--- config.mk ---
export PLATFORM = sky130hd
export DESIGN_NAME = bb3g_emit_flat
export DESIGN_NICKNAME = d
export VERILOG_FILES = /design/src/hw/rtl/bb3g_pkg.sv /design/src/hw/rtl/bb3g_ifs.sv /design/src/hw/rtl/bb3g_emit.sv /design/src/flat_wrapper.sv
export SDC_FILE = /design/constraint.sdc
export NUM_CORES = 1
export LEC_CHECK = 0
export BUFFER_PORTS_ARGS = -buffer_cell sky130_fd_sc_hd__clkbuf_2
export CORE_ASPECT_RATIO = 1.5
export CORE_UTILIZATION = 50
export CTS_CLUSTER_DIAMETER = 30
export DETAILED_ROUTE_END_ITERATION = 16
export PLACE_DENSITY = 0.73
export SLEW_MARGIN = 20
export SYNTH_ARGS = -nofsm -noshare
export SYNTH_HDL_FRONTEND = slang
export SYNTH_SLANG_ARGS = --single-unit
export TNS_END_PERCENT = 5
--- constraint.sdc ---
create_clock -name clock -period 6.2 [get_ports clock]
set_input_delay 1.24 -clock clock [delete_from_list [all_inputs] [get_ports clock]]
set_output_delay 1.24 -clock clock [all_outputs]
set_load 0.05 [all_outputs]
--- src/hw/rtl/bb3g_pkg.sv ---
// Shared types and constants of the 3x3 box blur unit.
`timescale 1ns / 1ps

package bb3g_pkg;

   localparam int PIX_BITS        = 8;
   localparam int ROW_BITS        = 12;
   localparam int COL_BITS        = 10;
   localparam int WIDTH_REG_BITS  = 11;
   localparam int HEIGHT_REG_BITS = 13;
   localparam int CSR_DATA_BITS   = 13;
   localparam int CSR_INDEX_BITS  = 1;
   localparam int SUM_BITS        = 12;
   localparam int SLOT_COUNT      = 3;

   localparam logic [CSR_INDEX_BITS-1:0] CSR_IMAGE_WIDTH  = 1'd0;
   localparam logic [CSR_INDEX_BITS-1:0] CSR_IMAGE_HEIGHT = 1'd1;

   localparam logic [WIDTH_REG_BITS-1:0]  WIDTH_RESET  = 11'd640;
   localparam logic [HEIGHT_REG_BITS-1:0] HEIGHT_RESET = 13'd480;
   localparam int SIZE_MIN = 3;

   // floor(s / 9) == (s * 7282) >> 16 for every 9-pixel sum (s < 2304)
   localparam int RECIP_BITS  = 13;
   localparam logic [RECIP_BITS-1:0] RECIP_NINE = 13'd7282;
   localparam int RECIP_SHIFT = 16;
   localparam int PROD_BITS   = SUM_BITS + RECIP_BITS;

   // result slots of one input pixel, emitted in this order
   localparam int SLOT_LAG    = 0;  // pixel one row and one column behind
   localparam int SLOT_EDGE   = 1;  // right border pixel of the row above
   localparam int SLOT_BOTTOM = 2;  // input pixel itself on the last row

   typedef struct packed {
      logic [SLOT_COUNT-1:0] slot;
      logic                  interior;
      logic                  last;
      logic [SUM_BITS-1:0]   sum;
      logic [PIX_BITS-1:0]   center;
      logic [PIX_BITS-1:0]   above;
      logic [PIX_BITS-1:0]   pixel;
      logic [ROW_BITS-1:0]   row;
      logic [COL_BITS-1:0]   col;
   } bb3g_item_type;

endpackage

--- src/hw/rtl/bb3g_ifs.sv ---


interface bb3g_rsp_if;
   logic                           valid;
   logic                           ready;
   logic [bb3g_pkg::PIX_BITS-1:0]  pixel_out;
   logic [bb3g_pkg::ROW_BITS-1:0]  out_row;
   logic [bb3g_pkg::COL_BITS-1:0]  out_col;
   logic                           frame_last;

   modport source (output valid, output pixel_out, output out_row, output out_col,
                   output frame_last, input ready);
   modport sink   (input valid, input pixel_out, input out_row, input out_col,
                   input frame_last, output ready);
endinterface

--- src/hw/rtl/bb3g_emit.sv ---
// Result stage: divides interior window sums by nine and sends up to three results per pixel.
`timescale 1ns / 1ps

module bb3g_emit (
   input  logic                    clock,
   input  logic                    reset,
   input  logic                    load,
   input  bb3g_pkg::bb3g_item_type load_item,
   output logic                    free,
   bb3g_rsp_if.source              rsp_if
);
   import bb3g_pkg::*;

   bb3g_item_type         item_ff, item_in;
   logic [SLOT_COUNT-1:0] slot_ff, slot_in;
   logic [SLOT_COUNT-1:0] pick;
   logic                  out_free;
   logic                  emit;
   logic [PROD_BITS-1:0]  product;
   logic [PIX_BITS-1:0]   mean;

   logic                  valid_ff, valid_in;
   logic [PIX_BITS-1:0]   pixel_ff, pixel_in;
   logic [ROW_BITS-1:0]   row_ff, row_in;
   logic [COL_BITS-1:0]   col_ff, col_in;
   logic                  last_ff, last_in;

   assign product = PROD_BITS'(item_ff.sum) * PROD_BITS'(RECIP_NINE);
   assign mean    = product[RECIP_SHIFT +: PIX_BITS];

   always_comb begin
      pick = '0;
      if (slot_ff[SLOT_LAG]) begin
         pick[SLOT_LAG] = 1'b1;
      end else if (slot_ff[SLOT_EDGE]) begin
         pick[SLOT_EDGE] = 1'b1;
      end else if (slot_ff[SLOT_BOTTOM]) begin
         pick[SLOT_BOTTOM] = 1'b1;
      end
   end

   assign out_free = !valid_ff || rsp_if.ready;
   assign emit     = (slot_ff != '0) && out_free;
   assign free     = (slot_ff == '0) || (emit && ((slot_ff & ~pick) == '0));

   always_comb begin
      slot_in = slot_ff;
      item_in = item_ff;
      if (emit) begin
         slot_in = slot_ff & ~pick;
      end
      if (load && free) begin
         slot_in = load_item.slot;
         item_in = load_item;
      end
   end

   always_comb begin
      valid_in = valid_ff;
      pixel_in = pixel_ff;
      row_in   = row_ff;
      col_in   = col_ff;
      last_in  = last_ff;
      if (out_free) begin
         valid_in = emit;
      end
      if (emit) begin
         last_in = 1'b0;
         if (pick[SLOT_LAG]) begin
            pixel_in = item_ff.interior ? mean : item_ff.center;
            row_in   = item_ff.row - 12'd1;
            col_in   = item_ff.col - 10'd1;
         end else if (pick[SLOT_EDGE]) begin
            pixel_in = item_ff.above;
            row_in   = item_ff.row - 12'd1;
            col_in   = item_ff.col;
         end else begin
            pixel_in = item_ff.pixel;
            row_in   = item_ff.row;
            col_in   = item_ff.col;
            last_in  = item_ff.last;
         end
      end
   end

   always_ff @(posedge clock) begin
      if (reset) begin
         slot_ff  <= '0;
         valid_ff <= 1'b0;
      end else begin
         slot_ff  <= slot_in;
         valid_ff <= valid_in;
      end
   end

   always_ff @(posedge clock) begin
      item_ff  <= item_in;
      pixel_ff <= pixel_in;
      row_ff   <= row_in;
      col_ff   <= col_in;
      last_ff  <= last_in;
   end

   assign rsp_if.valid      = valid_ff;
   assign rsp_if.pixel_out  = pixel_ff;
   assign rsp_if.out_row    = row_ff;
   assign rsp_if.out_col    = col_ff;
   assign rsp_if.frame_last = last_ff;

endmodule

--- src/flat_wrapper.sv ---
// flat-port wrapper written by rule: the top's interface ports become plain ports
module bb3g_emit_flat import bb3g_pkg::*;
  (clock, reset, load, load_item, free, rsp_if_valid, rsp_if_pixel_out, rsp_if_out_row, rsp_if_out_col, rsp_if_frame_last, rsp_if_ready);
  bb3g_rsp_if rsp_if_i ();
  input  logic clock;
  input  logic reset;
  input  logic load;
  input  bb3g_pkg::bb3g_item_type load_item;
  output logic free;
  output wire logic [$bits(rsp_if_i.valid)-1:0] rsp_if_valid;
  output wire logic [$bits(rsp_if_i.pixel_out)-1:0] rsp_if_pixel_out;
  output wire logic [$bits(rsp_if_i.out_row)-1:0] rsp_if_out_row;
  output wire logic [$bits(rsp_if_i.out_col)-1:0] rsp_if_out_col;
  output wire logic [$bits(rsp_if_i.frame_last)-1:0] rsp_if_frame_last;
  input wire logic [$bits(rsp_if_i.ready)-1:0] rsp_if_ready;
  assign rsp_if_valid = rsp_if_i.valid;
  assign rsp_if_pixel_out = rsp_if_i.pixel_out;
  assign rsp_if_out_row = rsp_if_i.out_row;
  assign rsp_if_out_col = rsp_if_i.out_col;
  assign rsp_if_frame_last = rsp_if_i.frame_last;
  assign rsp_if_i.ready = rsp_if_ready;
  bb3g_emit u_core (.clock(clock), .reset(reset), .load(load), .load_item(load_item), .free(free), .rsp_if(rsp_if_i));
endmodule
### Word level (Yosys, flattened, before mapping)

Cells that the tools add are included.

* bits of input ports: 67
* register bits after elaboration: 95
* logic and storage cells: 43
* output and inout bits: 33

* muxes and demuxes: 13
* $mul: 1
* add/subtract/negate cells: 2
* reduce and logical (&&, ||, !) cells: 11
* bitwise operators: 2

Operators with widths (count)
* $mux 12: 2
* $mux 8: 3
* $mul 12x12->23 const B: 1
* $sub 12x1->12 const B: 1
* $mux 10: 1
* $sub 10x1->10 const B: 1
* $logic_not 3->1: 2
* $mux 3: 2
* $mux 1: 4
* $and 3x3->3: 1
* $logic_and 1x1->1: 3
* $not 3->3: 1
* $reduce_bool 3->1: 1
* $logic_or 1x1->1: 2
* $mux 2: 1
* $reduce_bool 2->1: 1
* $reduce_or 2->1: 1
* $logic_not 1->1: 1

### Logic depth before layout (Yosys ltp)

Gate-level depths: netlist of the first run.

* depth after elaboration: 10
* gate-level depth with buffers: 19
* gate-level depth less buffers: 19

### Least setup slack after synthesis of the first run

OpenSTA, ideal clock, no wires.

* path type: register -> register
* start: reg u_core.item_ff[47] in the netlist's numbering
* end: reg u_core.pixel_ff[5], in the netlist u_core.rsp_if.pixel_out[5] (data pin)
* data arrival time: 4468 ps
* setup time: 273 ps
* stages on the path, launching flop included: 20
* period minus slack after synthesis: 4740 ps
* slack: 1460 ps
* path buffers: 0
* cell sequence: edfxtp_1 inv_1 fa_1 inv_1 ha_1 inv_1 fa_1 inv_1 fa_1 inv_1 fa_1 inv_1 ha_1 a21oi_1 and2_1 a31oi_4 a31oi_4 o21bai_2 a2111oi_0 a311oi_1

* word-level cells in the longest chain between the ends: 3

Ends and longest elaborated chain
* start, declared: line bb3g_emit.sv:14 `bb3g_item_type item_ff, item_in;`
* start signal, assigned: line bb3g_emit.sv:97 `item_ff <= item_in;`
* $mul 12x12->23: line bb3g_emit.sv:28 `assign product = PROD_BITS'(item_ff.sum) * PROD_BITS'(RECIP_NINE);`
* $mux 8: line bb3g_emit.sv:70 `pixel_in = item_ff.interior ? mean : item_ff.center;`
* $mux 8: line bb3g_emit.sv:69 `if (pick[SLOT_LAG]) begin`
* end signal, assigned: line bb3g_emit.sv:98 `pixel_ff <= pixel_in;`
* end, declared: line bb3g_emit.sv:23 `logic [PIX_BITS-1:0] pixel_ff, pixel_in;`

No other way between the ends.
A chain may end at the register's enable or synchronous reset.

### Final worst setup path of the first run

Ends and elaborated chain as after synthesis.

==> impl_metrics.py, run 1 <==
metrics = {
    "finish": {
        "area.growth.synth_to_final_pct": 17.3,
        "antenna_cells_inserted": 0,
        "fin_util_pct": 60.2,
        "layout.filler_cells": 920,
        "final_layout_size_suffix_gt1_share_pct": 25.4,
        "nNetsFinal": 699,
    },
    "job": {
        "maxCapViolations": 0,
    },
    "sta": {
        "final_max_slew_viol_count": 0,
        "final_setup_skew_ns": 0.00389,
        "worst_pin_slew_ns": 0.836,
        "clock.fmax_ghz": 0.192,
        "setup-tns-final_ns": 0,
        "final_hold_viol_count": 0,
        "setup_repair_after_global_routing_missed_its_margin": "no",
        "post-route-min-period_ns": 5.20,
        "final_min_period_over_clock_period_pct": 83.8,
        "tightest_slew_margin_relative_to_the_limit_pct": 44.2,
        "final_setup_violation_count": 0,
    },
    "clock_network": {
        "tritoncts_buffers": 9,
        "hold_buffers": 0,
        "htree_levels": 3,
        "cts_setup_buffers": 0,
        "max-clock-path-buffers": 2,
        "tritoncts_clock_tree": "yes",
        "clkSlewWorstSetupHoldPaths_ns": 0.07,
        "clock_tree.root_cell": "sky130_fd_sc_hd__clkbuf_16",
        "clkSinkCount": 95,
        "postCtsResizedCells": 0,
        "worst_skew_pair.late_latency_ns": 0.34,
    },
    "place": {
        "buffer_ports.inserted": 99,
        "hpwl_mm": 9.01,
        "place.gp.congestion": 0.949,
    },
    "pwr": {
        "static_leakage_power_nw": 2.94,
        "vdd_drop_max_v": 0.000267,
        "total_power_w": 0.00257,
        "power.density_cell_area_nw_per_um2": 386,
    },
    "yosys": {
        "async_reset_ff_share_pct": 0,
        "netlist_instances": 427,
        "synth-seq-area-share_pct": 49.6,
        "ys_types": 50,
        "synth-seq-cells": 95,
        "synthesis.area_um2": 5670,
        "avgSynthCellArea_um2": 13.3,
        "nets_in_the_synthesized_netlist": 591,
        "synth.yosys.warnings": 0,
        "count_of_flip_flops_with_a_built_in_enable_after_synthesis": 91,
        "ys.flop_type": "sky130_fd_sc_hd__edfxtp_1",
    },
    "hold_path": {
        "holdCritStartpoint": "u_core.item_ff[58]",
        "hold_path_depth": 1,
        "hp-class": "flip-flop to flip-flop",
        "min_to": "u_core.rsp_if.frame_last",
    },
    "worst_setup_path": {
        "timing.critical_path.fanout_max": 3,
        "slowest_stage": "sky130_fd_sc_hd__fa_1",
        "worst_setup_path_start_kind": "flip-flop",
        "worst_r2r_startpoint": "u_core.item_ff[47]",
        "cp-end-kind": "flip-flop",
        "worst-path-buf-inv": 6,
        "rrSetupSlack_ns": 1.00,
        "reg2reg_to": "u_core.rsp_if.pixel_out[5]",
        "timing.critical_path.arrival_ns": 5.26,
        "ff2ff_path_depth": 19,
        "cpLargestDelayFamily": "adder cells",
        "crit_path_category": "flip-flop to flip-flop",
        "timing.critical_path.required_ns": 6.27,
        "critical_path_cell_count": 19,
        "cp_cell_sequence": "inv_1, fa_1, inv_1, ha_1, inv_1, fa_1, inv_1, fa_1, inv_1, fa_1, inv_1, ha_1, a21oi_1, and2_1, a31oi_4, a31oi_4, o21bai_2, a2111oi_0, a311oi_1",
        "path_common_cell": "sky130_fd_sc_hd__inv_1",
        "crit_path_max_incr_delay_ns": 0.53,
    },
    "route": {
        "avgRoutedWirePerCell_um": 16.1,
        "routed_wl_mm": 11.1,
        "drtPass1Iterations": 4,
        "dr.first_iter.drc_count": 128,
        "route.detailed.drc": 0,
        "number_of_antenna_violating_nets_in_the_routed_design": 0,
        "vias_per_cell": 5.30,
        "route.vias.total": 3638,
    },
    "global_routing": {
        "first_global_vias": 3928,
        "antenna_found_initial": 0,
        "globalRouteOverflowTotal": 0,
        "grt_pass1_wl_mm": 17.9,
        "grt_start_max_net_pins": 35,
        "total_grt_usage_pct": 20.4,
    },
    "die": {
        "die_width_um": 89.0,
        "fp.dieArea_um2": 11800,
        "boundaryPins": 100,
        "chipHeight_um": 132,
        "rows": 47,
        "initial_core_util_pct": 51.3,
        "area_inside_the_core_boundary_um2": 11100,
    },
    "run_status": {
        "outcome": "complete, no violations",
    },
}
cells in the final DEF, fill, tap and decap left out, types with 3 or more instances in the layout:
master	instances
sky130_fd_sc_hd__a211oi_1	4
sky130_fd_sc_hd__a21o_1	3
sky130_fd_sc_hd__a21oi_1	18
sky130_fd_sc_hd__and2_1	5
sky130_fd_sc_hd__clkbuf_16	9
sky130_fd_sc_hd__clkbuf_2	99
sky130_fd_sc_hd__dfxtp_1	4
sky130_fd_sc_hd__edfxtp_1	91
sky130_fd_sc_hd__fa_1	29
sky130_fd_sc_hd__ha_1	68
sky130_fd_sc_hd__inv_1	53
sky130_fd_sc_hd__mux2_2	5
sky130_fd_sc_hd__mux2i_1	5
sky130_fd_sc_hd__nand2_1	21
sky130_fd_sc_hd__nand2b_1	4
sky130_fd_sc_hd__nand3_1	5
sky130_fd_sc_hd__nand3b_1	3
sky130_fd_sc_hd__nor2_1	19
sky130_fd_sc_hd__nor3_1	3
sky130_fd_sc_hd__nor4_1	3
sky130_fd_sc_hd__o21ai_0	7
sky130_fd_sc_hd__o221ai_1	3
sky130_fd_sc_hd__o22ai_1	7
sky130_fd_sc_hd__xnor2_1	15
sky130_fd_sc_hd__xor2_1	13
final cells by class:
| class | instances | area (um2) | area share, % |
|---|---|---|---|
| well taps | 147 | 184 | 2.76 |
| inverters | 53 | 199 | 2.99 |
| repair buffers | 101 | 510 | 7.67 |
| multi-input cells | 275 | 2650 | 39.8 |
| clock inverters | 6 | 68.8 | 1.03 |
| flip-flops and latches | 95 | 2810 | 42.3 |
| clock buffers | 10 | 229 | 3.44 |
per-layer routing:
| metal | vias to the layer above | wire length, um | GRT usage (%) |
|---|---|---|---|
| met1 | 1776 | 4140 | 22.6 |
| li1 | 1752 | - | - |
| met4 | 0 | 247 | 7.58 |
| met2 | 93 | 6270 | 37.7 |
| met3 | 17 | 409 | 3.87 |
| met5 | - | 0 | 0 |
kinds of logic (layout without fill, tap and decap cells):
logic type / Yosys count / in the layout / share of synthesized area (%)
simple gates: 78 / 78 / 7.19
flops: 95 / 95 / 49.6
mux: 10 / 10 / 1.88
xor+xnor: 28 / 28 / 4.32
buf+inv: 57 / 170 / 3.77
fa+ha+maj: 97 / 97 / 25.2
compound gates: 62 / 62 / 8.01
through the flow:
step | worst slack (ns) | hold WS, ns | cells | cell area, um2
after detailed placement | 1.15 | 0.538 | 671 | 6350
after CTS | 1.04 | 0.546 | 687 | 6650
after global routing | 0.801 | 0.565 | 687 | 6650
final | 1.00 | 0.531 | 687 | 6650
after global placement | 1.25 | 0.498 | 671 | 6350
after floorplan | 1.46 | 0.484 | 427 | 5670
registers in the layout, summed over array words and instances (netlist names):
register,count
u_core.item_ff,60
u_core.rsp_if.out_row,12
u_core.rsp_if.out_col,10
u_core.rsp_if.pixel_out,8
u_core.slot_ff,3
u_core.rsp_if.frame_last,1
u_core.rsp_if.valid,1
worst reg2reg max path: cells and delay by family (launching register included):
| family | cells | cell delay, ns |
|---|---|---|
| AOI/OAI and AO/OA | 6 | 1.28 |
| adders and majority gates | 6 | 2.70 |
| buffers and inverters | 6 | 0.37 |
| DFF | 1 | 0.40 |
| and+or+nand+nor | 1 | 0.19 |
cell usage after synthesis, drive strengths merged, types with 3 or more instances:
library cell / count / area [um2]
nand3b: 3 / 22.5
dfxtp: 4 / 80.1
fa: 29 / 581
and2: 6 / 37.5
nand3: 5 / 25.0
inv: 53 / 199
mux2i: 5 / 50.1
nor4: 4 / 31.3
nor3: 5 / 35.0
nand2b: 4 / 25.0
a21oi: 20 / 108
mux2: 5 / 56.3
xnor2: 15 / 131
xor2: 13 / 114
o21ai: 8 / 43.8
ha: 68 / 851
nand2: 21 / 78.8
o22ai: 7 / 43.8
edfxtp: 91 / 2730
a21o: 4 / 31.3
nor2: 20 / 75.1
a211oi: 5 / 42.5
o221ai: 3 / 26.3
worst max path at each step:
stage                  startpoint                         end
5_1_grt        u_core.item_ff[47]  u_core.rsp_if.pixel_out[5]
3_3_place_gp   u_core.item_ff[47]  u_core.rsp_if.pixel_out[5]
4_1_cts        u_core.item_ff[47]  u_core.rsp_if.pixel_out[5]
6_report       u_core.item_ff[47]  u_core.rsp_if.pixel_out[5]
2_1_floorplan  u_core.item_ff[47]  u_core.rsp_if.pixel_out[5]
3_5_place_dp   u_core.item_ff[47]  u_core.rsp_if.pixel_out[5]
power by group:
group | total, W | switching, W | internal (W) | leakage [nW]
combinational | 0.00123 | 0.000732 | 0.000496 | 1.89
sequential | 0.000791 | 0.0000295 | 0.000762 | 0.910
clock | 0.000551 | 0.000236 | 0.000316 | 0.139
total | 0.00257 | 0.000997 | 0.00157 | 2.94
Note: power is estimated with default switching activity, not from simulation.
==> inputs of run 2 (changes only) <==
clock period = 4.9 ns   (was 6.2 ns; I/O delays follow)
==> run 2 against run 1 <==
First-iteration DRC count grew 13%. Sequential power grew 26%. Critical path depth is the same. Largest cell class unchanged. Largest power group unchanged.
==> impl_metrics.py, run 2 (synthesis gave the netlist of run 1 again) <==
metrics = {
    "finish": {
        "final_layout_size_suffix_gt1_share_pct": 31.1,
        "layout_commonest_cell": "sky130_fd_sc_hd__clkbuf_2",
        "layout.cells.most_common_list": "sky130_fd_sc_hd__clkbuf_2 (99), sky130_fd_sc_hd__edfxtp_1 (91), sky130_fd_sc_hd__ha_1 (63)",
        "layout.filler_cells": 882,
        "nNetsFinal": 716,
        "largest_register_ffs": 60,
        "final_cell_count_no_fill": 703,
        "fin_util_pct": 62.4,
        "area.growth.synth_to_final_pct": 21.7,
        "top_register": "u_core.item_ff",
        "antenna_cells_inserted": 0,
    },
    "sta": {
        "final_max_slew_viol_count": 0,
        "final_setup_skew_ns": 0.0100,
        "tightest_slew_margin_relative_to_the_limit_pct": 43.4,
        "final_hold_viol_count": 0,
        "worst_pin_slew_ns": 0.848,
        "setup_repair_after_global_routing_missed_its_margin": "yes",
        "final_setup_violation_count": 0,
        "postLayoutSetupSlackWorst_ns": 0.0434,
        "setup-tns-final_ns": 0,
        "final_min_period_over_clock_period_pct": 99.1,
        "clock.fmax_ghz": 0.206,
        "post-route-min-period_ns": 4.86,
    },
    "clock_network": {
        "worst_skew_pair.late_latency_ns": 0.34,
        "tritoncts_buffers": 9,
        "tritoncts_clock_tree": "yes",
        "clkSinkCount": 95,
        "htree_levels": 3,
        "max-clock-path-buffers": 2,
        "clkSlewWorstSetupHoldPaths_ns": 0.07,
        "clock_tree.root_cell": "sky130_fd_sc_hd__clkbuf_16",
    },
    "global_routing": {
        "first_global_vias": 4032,
        "globalRouteOverflowTotal": 0,
        "antenna_found_initial": 0,
        "grt_pass1_wl_mm": 18.6,
        "total_grt_usage_pct": 21.3,
        "grt_start_max_net_pins": 36,
    },
    "worst_setup_path": {
        "worst_r2r_startpoint": "u_core.item_ff[53]",
        "critPathLaunch": "u_core.item_ff[53]",
        "timing.critical_path.required_ns": 4.95,
        "cp-end-kind": "flip-flop",
        "timing.critical_path.arrival_ns": 4.91,
        "timing.critical_path.fanout_max": 3,
        "crit_path_category": "flip-flop to flip-flop",
        "worst_setup_path_start_kind": "flip-flop",
    },
    "die": {
        "area_inside_the_core_boundary_um2": 11100,
        "fp.dieArea_um2": 11800,
        "die_width_um": 89.0,
        "initial_core_util_pct": 51.3,
        "chipHeight_um": 132,
        "boundaryPins": 100,
        "rows": 47,
    },
    "pwr": {
        "total_power_w": 0.00349,
        "power.density_cell_area_nw_per_um2": 506,
        "static_leakage_power_nw": 3.03,
        "vdd_drop_max_v": 0.000380,
    },
    "run_status": {
        "outcome": "complete, no violations",
    },
    "hold_path": {
        "hp-class": "flip-flop to flip-flop",
        "holdCritStartpoint": "u_core.item_ff[58]",
    },
    "job": {
        "maxCapViolations": 0,
    },
    "route": {
        "drtPass1Iterations": 4,
        "wl_met3_um": 518,
        "routed_wl_mm": 11.3,
        "number_of_antenna_violating_nets_in_the_routed_design": 0,
        "met2RoutedLength_mm": 6.20,
        "avgRoutedWirePerCell_um": 16.1,
        "vias_per_cell": 5.29,
        "highest-signal-layer": "met4",
        "wl_met1_mm": 4.03,
        "route.vias.total": 3719,
        "route.detailed.drc": 0,
        "dr.first_iter.drc_count": 144,
    },
    "place": {
        "detailedPlace.worstSlack_ns": -0.102,
        "dp_cells": 681,
        "place.gp.congestion": 0.933,
        "hpwl_mm": 9.03,
        "buffer_ports.inserted": 99,
    },
}
==> run 2: cell type report <==
class	count	area (um2)	area share [%]
clock buffers	9	225	3.26
inverters	53	199	2.88
repair buffers	118	646	9.36
clock inverters	6	93.8	1.36
flip-flops and latches	95	2810	40.8
multi-input cells	275	2740	39.7
well taps	147	184	2.67
==> run 2: through the flow <==
step	area, um2	hold slack [ns]
2_1_floorplan	5670	0.484
3_3_place_gp	6430	0.498
3_5_place_dp	6430	0.521
4_1_cts	6800	0.534
5_1_grt	6900	0.563
6_report	6900	0.528
==> run 2: timing repair <==
action	in CTS	in global routing
hold buffers	0	0
endpoints found under the setup margin	5	6
pin swaps	6	14
endpoints found under the hold margin	0	0
buffers inserted	1	6
resized for setup	11	12
==> run 2: final timing paths <==
check / end / slack, ns / cells after the start
hold reg to reg: u_core.rsp_if.frame_last / 0.53 / 1
hold / removal: u_core.rsp_if.frame_last / 0.53 / 1
setup / recovery: u_core.rsp_if.pixel_out[6] / 0.04 / 19
setup reg to reg: u_core.rsp_if.pixel_out[6] / 0.04 / 19
==> run 2: worst max-delay path: stages (launching register included) <==
cell	delay [ns]
sky130_fd_sc_hd__edfxtp_1	0.44
sky130_fd_sc_hd__buf_4	0.17
sky130_fd_sc_hd__fa_1	0.44
sky130_fd_sc_hd__ha_4	0.29
sky130_fd_sc_hd__inv_1	0.04
sky130_fd_sc_hd__fa_1	0.47
sky130_fd_sc_hd__inv_1	0.05
sky130_fd_sc_hd__fa_1	0.50
sky130_fd_sc_hd__inv_2	0.04
sky130_fd_sc_hd__fa_1	0.52
sky130_fd_sc_hd__inv_2	0.05
sky130_fd_sc_hd__ha_4	0.27
sky130_fd_sc_hd__o211ai_1	0.10
sky130_fd_sc_hd__o21a_1	0.21
sky130_fd_sc_hd__a31oi_4	0.23
sky130_fd_sc_hd__a31oi_4	0.14
sky130_fd_sc_hd__buf_6	0.15
sky130_fd_sc_hd__o21ai_4	0.16
sky130_fd_sc_hd__mux2i_1	0.23
sky130_fd_sc_hd__a221oi_2	0.08
==> run 2: routing by layer <==
layer  GRT usage [%]  vias up
li1                -     1786
met1            22.3     1779
met2            38.6      120
met3            4.87       34
met4            10.7        0
met5               0        -
==> run 2: report_power, final <==
part | switching (W) | internal, W
sequential | 0.0000349 | 0.000964
combinational | 0.00102 | 0.000733
clock | 0.000297 | 0.000448
